`src/rtl/core/cau_pkg.sv`:
```
// Shared types and opcodes for the complex arithmetic unit.
package cau_pkg;

   typedef enum logic [1:0] {
      CMD_ADD = 2'd0,
      CMD_SUB = 2'd1,
      CMD_MUL = 2'd2,
      CMD_DIV = 2'd3
   } cmd_type;

   typedef struct packed {
      cmd_type cmd;
      logic    div_zero;
   } ctrl_type;

   localparam int CtrlWidth = $bits(ctrl_type);

   typedef struct packed {
      logic full;
      logic empty;
   } queue_stat_type;

endpackage

```
`src/rtl/core/cau_queue.sv`:
```
// Two-entry queue between the front end and the arithmetic back end.
module cau_queue #(
   parameter int WIDTH = 67
) (
   input  logic                    clock,
   input  logic                    reset,
   input  logic                    push,
   input  logic [WIDTH-1:0]        push_data,
   input  logic                    pop,
   output logic [WIDTH-1:0]        pop_data,
   output cau_pkg::queue_stat_type stat
);
   import cau_pkg::*;

   logic [WIDTH-1:0] mem_ff [2];
   logic             wr_ptr_ff, wr_ptr_in;
   logic             rd_ptr_ff, rd_ptr_in;
   logic [1:0]       count_ff, count_in;
   logic             do_push, do_pop;

   assign stat.full  = (count_ff == 2'd2);
   assign stat.empty = (count_ff == 2'd0);
   assign do_push    = push && !stat.full;
   assign do_pop     = pop && !stat.empty;
   assign pop_data   = mem_ff[rd_ptr_ff];

   always_comb begin
      wr_ptr_in = do_push ? ~wr_ptr_ff : wr_ptr_ff;
      rd_ptr_in = do_pop ? ~rd_ptr_ff : rd_ptr_ff;
      count_in  = count_ff + 2'(do_push) - 2'(do_pop);
   end

   always_ff @(posedge clock) begin
      if (reset) begin
         wr_ptr_ff <= 1'b0;
         rd_ptr_ff <= 1'b0;
         count_ff  <= 2'd0;
      end else begin
         wr_ptr_ff <= wr_ptr_in;
         rd_ptr_ff <= rd_ptr_in;
         count_ff  <= count_in;
      end
   end

   always_ff @(posedge clock) begin
      if (do_push) begin
         mem_ff[wr_ptr_ff] <= push_data;
      end
   end

endmodule

```
`config.mk`:
```
export PLATFORM = sky130hd
export DESIGN_NAME = cau_queue
export DESIGN_NICKNAME = d
export VERILOG_FILES = /design/src/rtl/core/cau_pkg.sv /design/src/rtl/core/cau_queue.sv
export SDC_FILE = /design/constraint.sdc
export NUM_CORES = 1
export LEC_CHECK = 0
export BUFFER_PORTS_ARGS = -buffer_cell sky130_fd_sc_hd__buf_4
export CAP_MARGIN = 20
export CORE_ASPECT_RATIO = 1.5
export CORE_MARGIN = 2
export CORE_UTILIZATION = 52
export DETAILED_ROUTE_END_ITERATION = 8
export PLACE_DENSITY = 0.91
export RECOVER_POWER = 100
export SYNTH_ARGS = -nofsm -noshare
export SYNTH_HDL_FRONTEND = slang
export SYNTH_SLANG_ARGS = --single-unit
```
`constraint.sdc`:
```
create_clock -name clock -period 3.57 [get_ports clock]
set_clock_uncertainty 0.2 [all_clocks]
set_input_delay 0.1785 -clock clock [delete_from_list [all_inputs] [get_ports clock]]
set_output_delay 0.1785 -clock clock [all_outputs]
set_load 0.005 [all_outputs]
```
# --- Word-level counts from Yosys, hierarchy flattened ---
# Memory sizes are Yosys's and may differ from the RTL's. A register that Yosys moved wholly into a read port is not among the register bits.
# Cells that the tools add are included.
classes:
  mux: 4
  n_reduce_logical: 5
  addsub: 2
  n_eq_ne: 1
  bitwise_logic: 2
op_table:
  columns: ["op", "n"]
  rows:
  - ["$mux W1", 4]
  - ["$add A2 B1 Y2", 1]
  - ["$eq A2 B2 Y1 const B", 1]
  - ["$logic_and A1 B1 Y1", 2]
  - ["$logic_not A1 Y1", 2]
  - ["$logic_not A2 Y1", 1]
  - ["$not A1 Y1", 2]
  - ["$sub A2 B1 Y2", 1]
word_totals:
  ff_bits: 4
  mem_count: 1
  mem_bits_rw: 134
  inputBits: 71
mem_list:
  columns: ["memory", "words", "width", "rd", "rd_ports_with_merged_regs", "wr", "line_no", "source"]
  rows:
  - ["mem_ff", 2, 67, 1, 1, 1, "cau_queue.sv:15", "logic [WIDTH-1:0] mem_ff [2];"]

# --- Longest topological paths before layout ---
logic_depth:
  word_depth: 5
  ltp_mapped: 8

# --- Worst setup path before layout ---
# Ideal clock, no wire load.
synth_timing:
  path_kind: "register -> register"
  start: "reg count_ff[0]"
  end: "mem mem_ff[0][0] (enable)"
  arrival_ns: 2.163
  path_stages_with_launch: 5
  t_required_ns: 2.949
  setup_time_ns: 0.421
  synth_period_minus_slack_ns: 2.784
  path_slack_ns: 0.786
  path_cell_list: "dfxtp_1 -> nand2b_2 -> inv_2 -> or3_1 -> inv_1"
synth_rtl:
  columns: ["element", "line_no", "source"]
  rows:
  - ["start: declaration", "cau_queue.sv:18", "logic [1:0] count_ff, count_in;"]
  - ["start signal: assignment", "cau_queue.sv:41", "count_ff <= count_in;"]
  - ["end: declaration", "cau_queue.sv:15", null]

# --- Worst setup path in the final report ---
layout_timing:
  start: "reg count_ff[0]"
  end: "mem mem_ff[0][6] (enable)"
layout_between:
  elab_chain_cells: 5
layout_rtl:
  columns: ["element", "line_no", "source"]
  rows:
  - ["$eq A2 B2 Y1", "cau_queue.sv:21", "assign stat.full = (count_ff == 2'd2);"]
  - ["$logic_not A1 Y1", "cau_queue.sv:23", "assign do_push = push && !stat.full;"]
  - ["$logic_and A1 B1 Y1", "cau_queue.sv:23", null]
  - ["$mux W1", "cau_queue.sv:46", "if (do_push) begin"]
  - ["$mux W1 (not written as such)", "cau_queue.sv:47", "mem_ff[wr_ptr_ff] <= push_data;"]
# No other way between the ends.

==> results_dict.tcl <==
set metrics [dict create \
    status "complete, but fails checks" \
    violations "max-capacitance violations, max-slew violations" \
    vdd.ir_drop.worst_mv 0.471 \
    syn_nets 308 \
    wl_per_cell_um 18.3 \
    synth-edff-count 134 \
    synth-compound-area-share_pct 0.346 \
    antenna_found_initial 0 \
    cts_root_buf "clkbuf_16" \
    grt_pass1_wl_mm 16.2 \
    cts_resized 0 \
    grt_remaining_overflow 0 \
    cts_tree "yes" \
    initial_core_util_pct 52.9 \
    hold_slack_ns 0.0346 \
    cap_violations 1 \
    finalSetupTns_ns 0 \
    avgSynthCellArea_um2 21.6 \
    hpwl_mm 6.36 \
    hold_buffers 70 \
    end_kind "register" \
    nets 532 \
    wl_mm 10.8 \
    maxSlewHeadroom_pct -3.69 \
    max_stage_delay_ns 1.00 \
    synth_fa_ha_area_share_pct 0.494 \
    yosys.area.top_type_share_pct 79.4 \
    ioPinCount 140 \
    power_density_mw_per_mm2 677 \
    globalplace.congestion 0.728 \
    hp-class "primary input to register" \
    fp.coreArea_mm2 0.00958 \
    grt_max_degree 37 \
    period_share_pct 77.6 \
    yosysSeqAreaShare_pct 81.4 \
    critical_path.slowest_cell "inv_1" \
    worst_pin_slew_ns 1.56 \
    io_buffer_count 139 \
    htree_levels 4 \
    ant_nets 0 \
    dr.pass1.iters 4 \
    cp.arrival_ns 2.66 \
    fin_crit_ns 2.77 \
    netlist_area_mm2 0.00507 \
    yosysMostFrequentCell "edfxtp_1" \
    final_cell_count_no_fill 587 \
    synthSimpleGateAreaFrac_pct 1.16 \
    dieArea_mm2 0.0106 \
    synthTopCellsByArea "edfxtp_1 (79%), mux2_2 (15%), dfxtp_1 (2.0%), buf_6 (0.67%), ha_1 (0.49%)" \
    drive_gt1_share_pct 42.8 \
    cp-start-kind "register" \
    clk_pin_slew_ns 0.05 \
    post_cts_buffers 0 \
    grt.total_usage_pct 20.9 \
    diodes 0 \
    area_growth_pct 45.7 \
    syn-instance-count 235 \
    chipWidth_um 84.6 \
    cts.sinks 139 \
    leakagePower_nw 2.74 \
    die_height_um 125 \
    dp.cells 485 \
    rows 44 \
    synth-xor-area-share_pct 0.346 \
    grt_setup_unrepaired "false" \
    synth.top_cells.by_count "edfxtp_1 (134), mux2_2 (67), dfxtp_1 (5)" \
    fin_util_pct 77.1 \
    post-route-drc-count 0 \
    yosysWarnings 0 \
    dominantRegCellSynth "edfxtp_1" \
    clk_latency_ns 0.40 \
    path_max_fanout 34 \
    setup_viol 0 \
    drv_slew 32 \
    synth_top_family_by_area "multiplexers" \
    path_class "register to register" \
    cts_buffer_depth 2 \
    hold_viol 0 \
    max_freq_ghz 0.361 \
    critPathRequiredTime_ns 3.46 \
    cpMostUsedCell "inv_1" \
    via_per_inst 5.01 \
    cts_buffers 17 \
    synthArstFlopShare_pct 0 \
    ys_ff_latch 139 \
    drt-initial-drc-count 164 \
    yosysUniqueCellTypes 22 \
    synthMuxAreaShare_pct 14.9 \
    cp_cell_sequence "nand2b_2 > inv_1 > or3_1 > inv_1 > buf_12" \
    synth.largest_area_cell "edfxtp_1" \
    grt_pass1_vias 3195 \
    via_count 2943 \
]
[worst max-delay path, delay by kind of cell (launching register included)]
family	cells	cell delay, ns
buffers and inverters	3	1.38
AND/OR/NAND/NOR	2	0.48
flip-flops	1	0.37
[power breakdown]
group / switching, mW / leakage [nW] / total (mW) / internal [mW]
registers: 0.119 / 1.29 / 2.21 / 2.09
logic: 0.516 / 1.17 / 1.21 / 0.690
clock network: 0.589 / 0.274 / 1.59 / 1.00
[logic make-up after synthesis]
family,after synthesis
muxes,67
adders and majority gates,2
AOI/OAI and AO/OA,3
DFF,139
xor gates and xnor gates,2
buffers and inverters,11
and+or+nand+nor,11
[layout by cell type, fill, tap and decap left out, types with 2 or more instances in the layout]
| cell type | n |
|---|---|
| clkbuf_1 | 40 |
| clkbuf_16 | 19 |
| mux2_2 | 66 |
| ha_1 | 2 |
| buf_12 | 3 |
| dfxtp_1 | 4 |
| nor2_1 | 4 |
| edfxtp_1 | 134 |
| buf_4 | 6 |
| clkbuf_8 | 2 |
| clkbuf_4 | 98 |
| clkinv_2 | 5 |
| dlygate4sd3_1 | 70 |
| inv_1 | 4 |
[worst paths after layout]
kind / start / endpoint / slack [ns] / depth (start not counted)
setup reg to reg: count_ff[0] / mem_ff[0][6] / 0.80 / 5
setup / recovery: count_ff[0] / mem_ff[0][6] / 0.80 / 5
hold reg to reg: wr_ptr_ff / wr_ptr_ff / 0.30 / 2
hold / removal: pop / rd_ptr_ff / 0.03 / 4
[per-stage QoR]
stage | total power [mW] | area [um^2] | setup slack, ns
floorplan | 2.82 | 5070 | 0.786
global placement | 3.40 | 6260 | 1.29
detailed placement | 3.45 | 6260 | 1.22
CTS | 5.11 | 7520 | 1.06
global route | 5.22 | 7380 | 0.585
finish | 5.00 | 7380 | 0.799
[sequential cells by signal, summed over array words and instances, names as in the netlist, named ones only]
name / count
wr_ptr_ff: 1
mem_ff: 134
rd_ptr_ff: 1
count_ff: 2
[area by class of cell]
cell class,instances,area (um^2)
clock buffer,26,522
clock inverter,6,32.5
fill,557,2200
inverter,4,15.0
multi-input combinational,85,872
sequential,139,4130
tap,115,144
timing repair buffer,212,1670
[routing by layer]
metal | wire (um) | vias to the layer above | GRT usage [%] | share of wire [%]
met5 | 0 | - | 0 | 0
met2 | 6360 | 95 | 38.8 | 59
met4 | 237 | 0 | 10.1 | 2.2
met3 | 417 | 13 | 5.57 | 3.9
met1 | 3750 | 1460 | 21.1 | 35
li1 | - | 1375 | - | -
Note: power is estimated with default switching activity, not from simulation.
