===== config.mk =====
export PLATFORM = sky130hd
export DESIGN_NAME = cau_front
export DESIGN_NICKNAME = d
export VERILOG_FILES = /design/src/rtl/core/cau_pkg.sv /design/src/rtl/core/cau_front.sv
export SDC_FILE = /design/constraint.sdc
export NUM_CORES = 1
export LEC_CHECK = 0
export BUFFER_PORTS_ARGS = -buffer_cell sky130_fd_sc_hd__buf_2
export CAP_MARGIN = 0
export CORE_ASPECT_RATIO = 2
export CORE_MARGIN = 2
export CORE_UTILIZATION = 30
export DETAILED_ROUTE_END_ITERATION = 12
export PLACE_DENSITY = 0.61
export SLEW_MARGIN = 10
export SYNTH_ARGS = -nofsm -noshare
export SYNTH_HDL_FRONTEND = slang
export SYNTH_SLANG_ARGS = --single-unit

===== constraint.sdc =====
create_clock -name clock -period 5.1 [get_ports clock]
set_input_delay 0 -clock clock [delete_from_list [all_inputs] [get_ports clock]]
set_output_delay 0 -clock clock [all_outputs]
set_load 0.01 [all_outputs]

===== src/rtl/core/cau_pkg.sv =====
// Shared types and opcodes for the complex arithmetic unit.
package cau_pkg;

   typedef enum logic [1:0] {
      CMD_ADD = 2'd0,
      CMD_SUB = 2'd1,
      CMD_MUL = 2'd2,
      CMD_DIV = 2'd3
   } cmd_type;

   typedef struct packed {
      cmd_type cmd;
      logic    div_zero;
   } ctrl_type;

   localparam int CtrlWidth = $bits(ctrl_type);

   typedef struct packed {
      logic full;
      logic empty;
   } queue_stat_type;

endpackage


===== src/rtl/core/cau_front.sv =====
// Front end: takes a command transfer, classifies it and hands it to the queue.
module cau_front #(
   parameter int DATA_WIDTH = 16
) (
   input  logic                         clock,
   input  logic                         reset,
   input  logic                         start,
   output logic                         busy,
   input  logic [1:0]                   req_cmd,
   input  logic signed [DATA_WIDTH-1:0] req_a_re,
   input  logic signed [DATA_WIDTH-1:0] req_a_im,
   input  logic signed [DATA_WIDTH-1:0] req_b_re,
   input  logic signed [DATA_WIDTH-1:0] req_b_im,
   input  cau_pkg::queue_stat_type      q_stat,
   output logic                         push,
   output cau_pkg::ctrl_type            item_ctrl,
   output logic signed [DATA_WIDTH-1:0] item_a_re,
   output logic signed [DATA_WIDTH-1:0] item_a_im,
   output logic signed [DATA_WIDTH-1:0] item_b_re,
   output logic signed [DATA_WIDTH-1:0] item_b_im
);
   import cau_pkg::*;

   logic     valid_ff, valid_in;
   logic     accept;
   ctrl_type ctrl_ff, ctrl_in;
   logic signed [DATA_WIDTH-1:0] a_re_ff, a_im_ff, b_re_ff, b_im_ff;

   assign busy   = valid_ff && q_stat.full;
   assign accept = start && !busy;
   assign push   = valid_ff && !q_stat.full;

   always_comb begin
      ctrl_in.cmd      = cmd_type'(req_cmd);
      ctrl_in.div_zero = (cmd_type'(req_cmd) == CMD_DIV) && (req_b_re == '0) && (req_b_im == '0);
      priority if (accept) begin
         valid_in = 1'b1;
      end else if (push) begin
         valid_in = 1'b0;
      end else begin
         valid_in = valid_ff;
      end
   end

   always_ff @(posedge clock) begin
      if (reset) begin
         valid_ff <= 1'b0;
      end else begin
         valid_ff <= valid_in;
      end
   end

   always_ff @(posedge clock) begin
      if (accept) begin
         ctrl_ff <= ctrl_in;
         a_re_ff <= req_a_re;
         a_im_ff <= req_a_im;
         b_re_ff <= req_b_re;
         b_im_ff <= req_b_im;
      end
   end

   assign item_ctrl = ctrl_ff;
   assign item_a_re = a_re_ff;
   assign item_a_im = a_im_ff;
   assign item_b_re = b_re_ff;
   assign item_b_im = b_im_ff;

endmodule


# Word level (Yosys, flattened, before mapping)
# Index checks and enable logic that the tools add are counted.
word_totals:
  wordCells: 20
  inputBits: 71
  ff_bits: 68
classes:
  muxes: 2
  reduce_logical: 10
  n_eq_ne: 1
op_table:
  columns: ["operator", "count"]
  rows:
  - ["$logic_not 16->1", 2]
  - ["$logic_and 1x1->1", 5]
  - ["$eq 2x2->1 const B", 1]
  - ["$logic_not 1->1", 2]
  - ["$mux 1", 2]
  - ["$reduce_bool 2->1", 1]

# Logic depth before layout (Yosys ltp)
logic_depth:
  depth_word: 4
  ltp_mapped: 3
  depth_no_buf: 3

# Worst setup path after synthesis
# Ideal clock, no wire load.
synth_path:
  path_type: "reg2reg"
  from: "register valid_ff"
  to: "register a_im_ff[0] (netlist: item_a_im[0]), enable pin"
  setup_slack_ns: 1.141
  period_less_slack_ns: 3.959
  stages_incl_launch_ff: 3
  path_buffers: 0
  t_arrival_ns: 3.460
  setup_ns: 0.500
  path_cell_list: "dfxtp_1 > and2_1 > nor2b_1"
synth_between:
  elab_chain_cells: 3
synth_lines:
  columns: ["item", "line", "rtl"]
  rows:
  - ["from (decl)", "cau_front.sv:24", "logic valid_ff, valid_in;"]
  - ["from (signal assigned)", "cau_front.sv:49", "valid_ff <= valid_in;"]
  - ["$logic_and 1x1->1", "cau_front.sv:29", "assign busy = valid_ff && q_stat.full;"]
  - ["named net busy", "cau_front.sv:8", "output logic busy,"]
  - ["$logic_not 1->1", "cau_front.sv:30", "assign accept = start && !busy;"]
  - ["$logic_and 1x1->1", "cau_front.sv:30", null]
  - ["named net accept", "cau_front.sv:25", "logic accept;"]
  - ["to (signal assigned)", "cau_front.sv:57", "a_im_ff <= req_a_im;"]
  - ["to (decl)", "cau_front.sv:27", "logic signed [DATA_WIDTH-1:0] a_re_ff, a_im_ff, b_re_ff, b_im_ff;"]
# The timed path passes the listed nets, and every way through them passes these cells.
# A chain may end at the register's enable or synchronous reset.

# Worst setup path in the final report
layout_path:
  from: "register valid_ff"
  to: "register a_im_ff[14] (netlist: item_a_im[14]), enable pin"
layout_between:
  elab_chain_cells: 3
layout_lines:
  columns: ["item", "line"]
  rows:
  - ["$logic_and 1x1->1", "cau_front.sv:29"]
  - ["$logic_not 1->1", "cau_front.sv:30"]
  - ["$logic_and 1x1->1", "cau_front.sv:30"]
  - ["named net accept", "cau_front.sv:25"]
# The timed path passes the listed nets, and every way through them passes these cells.

==> results.py <==
metrics = {
    "sta": {
        "worst_pin_slew_ns": 0.6166,
        "rsz0062_at_grt": "no",
        "max_freq_mhz": 514.4,
        "hold_viol": 0,
        "holdWs_ns": 0.1762,
        "finalSetupViolCount": 0,
        "setup_tns_ns": 0,
        "post-route-min-period_ns": 1.944,
        "maxSlewHeadroom_pct": 58.90,
        "clock_skew_ns": 0.003634,
        "period_share_pct": 38.12,
        "timing.final.max_slew_violations": 0,
    },
    "finish": {
        "fillers": 562,
        "fin_cells": 400,
        "final_nets": 376,
        "syn2layout_area_growth_pct": 81.59,
        "final_area_mm2": 0.003899,
        "drive_above_1_share_pct": 49.03,
        "diodes": 0,
    },
    "die": {
        "rows": 43,
        "dieWidth_um": 63.82,
        "die_h_um": 123.6,
        "die_area_mm2": 0.007891,
        "core_mm2": 0.006940,
        "start_util_pct": 30.94,
        "ioPinCount": 140,
    },
    "detailed_routing": {
        "first_pass_iters": 4,
        "wl_um": 5937,
        "drc": 0,
        "routedWlPerCell_um": 14.84,
        "vias_per_cell": 4.238,
        "vias": 1695,
        "final_antenna_net_count": 0,
        "dr.first_iter.drc_count": 50,
    },
    "global_routing": {
        "grt_overflow_total": 0,
        "antenna_found_initial": 0,
        "grt_pass1_wl_um": 8921,
        "grt_max_degree": 50,
        "grt.total_usage_pct": 15.87,
        "grt_pass1_vias": 1896,
    },
    "clock_tree": {
        "numClockSinks": 68,
        "htreeDepth": 3,
        "cts_buffers": 9,
        "path_clk_slew_ns": 0.05,
        "cts_max_path_buffers": 2,
        "postCtsSetupBuffers": 0,
        "root_buffer": "clkbuf_16",
        "tritoncts": "yes",
        "clk_latency_ns": 0.32,
    },
    "logic_synthesis": {
        "synth_top_area_cell": "edfxtp_1",
        "async_reset_ff_share_pct": 0,
        "synth_fp_nets": 158,
        "ys_warn_count": 0,
        "ys_top_cells_by_area": "edfxtp_1 (94%), nor4_1 (1.7%), nor4_2 (1.2%)",
        "syn_inst": 87,
        "ys.flop_type": "edfxtp_1",
        "yosysSeqAreaShare_pct": 94.64,
        "ys_top_cells_by_count": "edfxtp_1 (67), nor4_1 (6), nor2_1 (4)",
        "synth-edff-count": 67,
        "netlist_area_mm2": 0.002147,
        "ys_ff_latch": 68,
        "yosys.cell_count.top_type": "edfxtp_1",
        "synth.distinct_cells": 10,
        "syn_area_per_cell_um2": 24.68,
        "yosysTopAreaCellShare_pct": 93.71,
    },
    "placement": {
        "portBuffers": 138,
        "place.gp.congestion": 0.7418,
        "place_area_mm2": 0.002965,
        "hpwl_um": 3668,
        "dp.cells": 316,
    },
    "worst_setup_path": {
        "endpoint_kind": "register",
        "start_kind": "register",
        "critPathMaxFanout": 49,
        "crit_required_ns": 5.06,
        "criticalPathCategory": "reg2reg",
        "cp_slowest_cell": "buf_4",
        "worstPathCellList": "and2_1 -> nor2b_4 -> buf_4",
        "max_stage_delay_ns": 0.60,
        "critPathArrivalTime_ns": 1.90,
    },
    "pwr": {
        "p_leak_nw": 1.641,
        "powerDensity_mw_per_mm2": 339.6,
        "ir_drop_mv": 0.2678,
    },
    "status": {
        "status": "complete, no violations",
    },
    "min_path": {
        "hp-class": "in2reg",
    },
    "run": {
        "drv_cap": 0,
    },
}
[cells in the final DEF (no fill, tap or decap)]
cell,count
nor2b_1,1
nand4_1,1
nor4_2,2
clkbuf_16,9
nor2b_4,1
edfxtp_1,67
nand3_1,1
buf_4,1
clkinv_2,1
and2_1,1
dlygate4sd3_1,68
buf_2,138
nand2_1,2
clkbuf_1,3
clkinv_1,3
nor4_1,6
nor2_1,4
dfxtp_1,1
[sequential cells by signal (all words and copies together), names as in the netlist]
name,flops
item_b_im,16
item_ctrl,3
item_a_re,16
item_b_re,16
item_a_im,16
valid_ff,1
[worst paths after layout]
| kind | start | slack, ns | to | cells after the start |
|---|---|---|---|---|
| worst min-delay path | start | 0.18 | item_b_re[4] | 2 |
| worst max-delay path | valid_ff | 3.16 | item_a_im[14] | 3 |
| worst max register to register | valid_ff | 3.16 | item_a_im[14] | 3 |
| worst min register to register | valid_ff | 0.87 | item_b_re[4] | 2 |
[cells by family after synthesis]
| family | after synthesis | synth area share (%) |
|---|---|---|
| DFF | 68 | 94.64 |
| and+or+nand+nor | 19 | 5.361 |
[metal layers]
layer	track usage, %	up-vias	wire (µm)
li1	-	793	-
met1	14.54	778	1958
met2	27.67	105	3230
met3	6.233	19	481
met4	11.82	0	267
met5	0	-	0
[metrics by stage]
stage	total power, W	utilization [%]	worst slack [ns]
2_1_floorplan	0.0007061	-	1.141
3_3_place_gp	0.0007657	42.73	3.208
3_5_place_dp	0.0007692	42.73	3.143
4_1_cts	0.001342	56.17	3.156
5_1_grt	0.001381	56.17	3.031
6_report	0.001324	56.17	3.156
[critical path, delay by kind of cell, from the launching register on]
family / cells / cell delay [ns]
and+or+nand+nor: 2 / 0.62
DFF: 1 / 0.31
buffers and inverters: 1 / 0.60
[cell type report]
class,instances,area [µm²],share of cell area [%]
tap,90,112.6,2.888
clock buffer,12,236.5,6.065
multi-input combinational,19,122.6,3.145
timing repair buffer,207,1379,35.37
clock inverter,4,16.27,0.4172
sequential,68,2032,52.12
[power by group]
part           leakage (nW)  internal (W)  switching, W
Sequential            0.657      0.000654    0.00000759
Combinational         0.861     0.0000754     0.0000630
Clock                 0.123      0.000323      0.000201
[repair_timing]
action	4_1_cts	5_1_grt
resized for setup	0	0
endpoints found under the hold margin	67	0
hold buffers	68	0
Power figures use the tool's default switching activity.
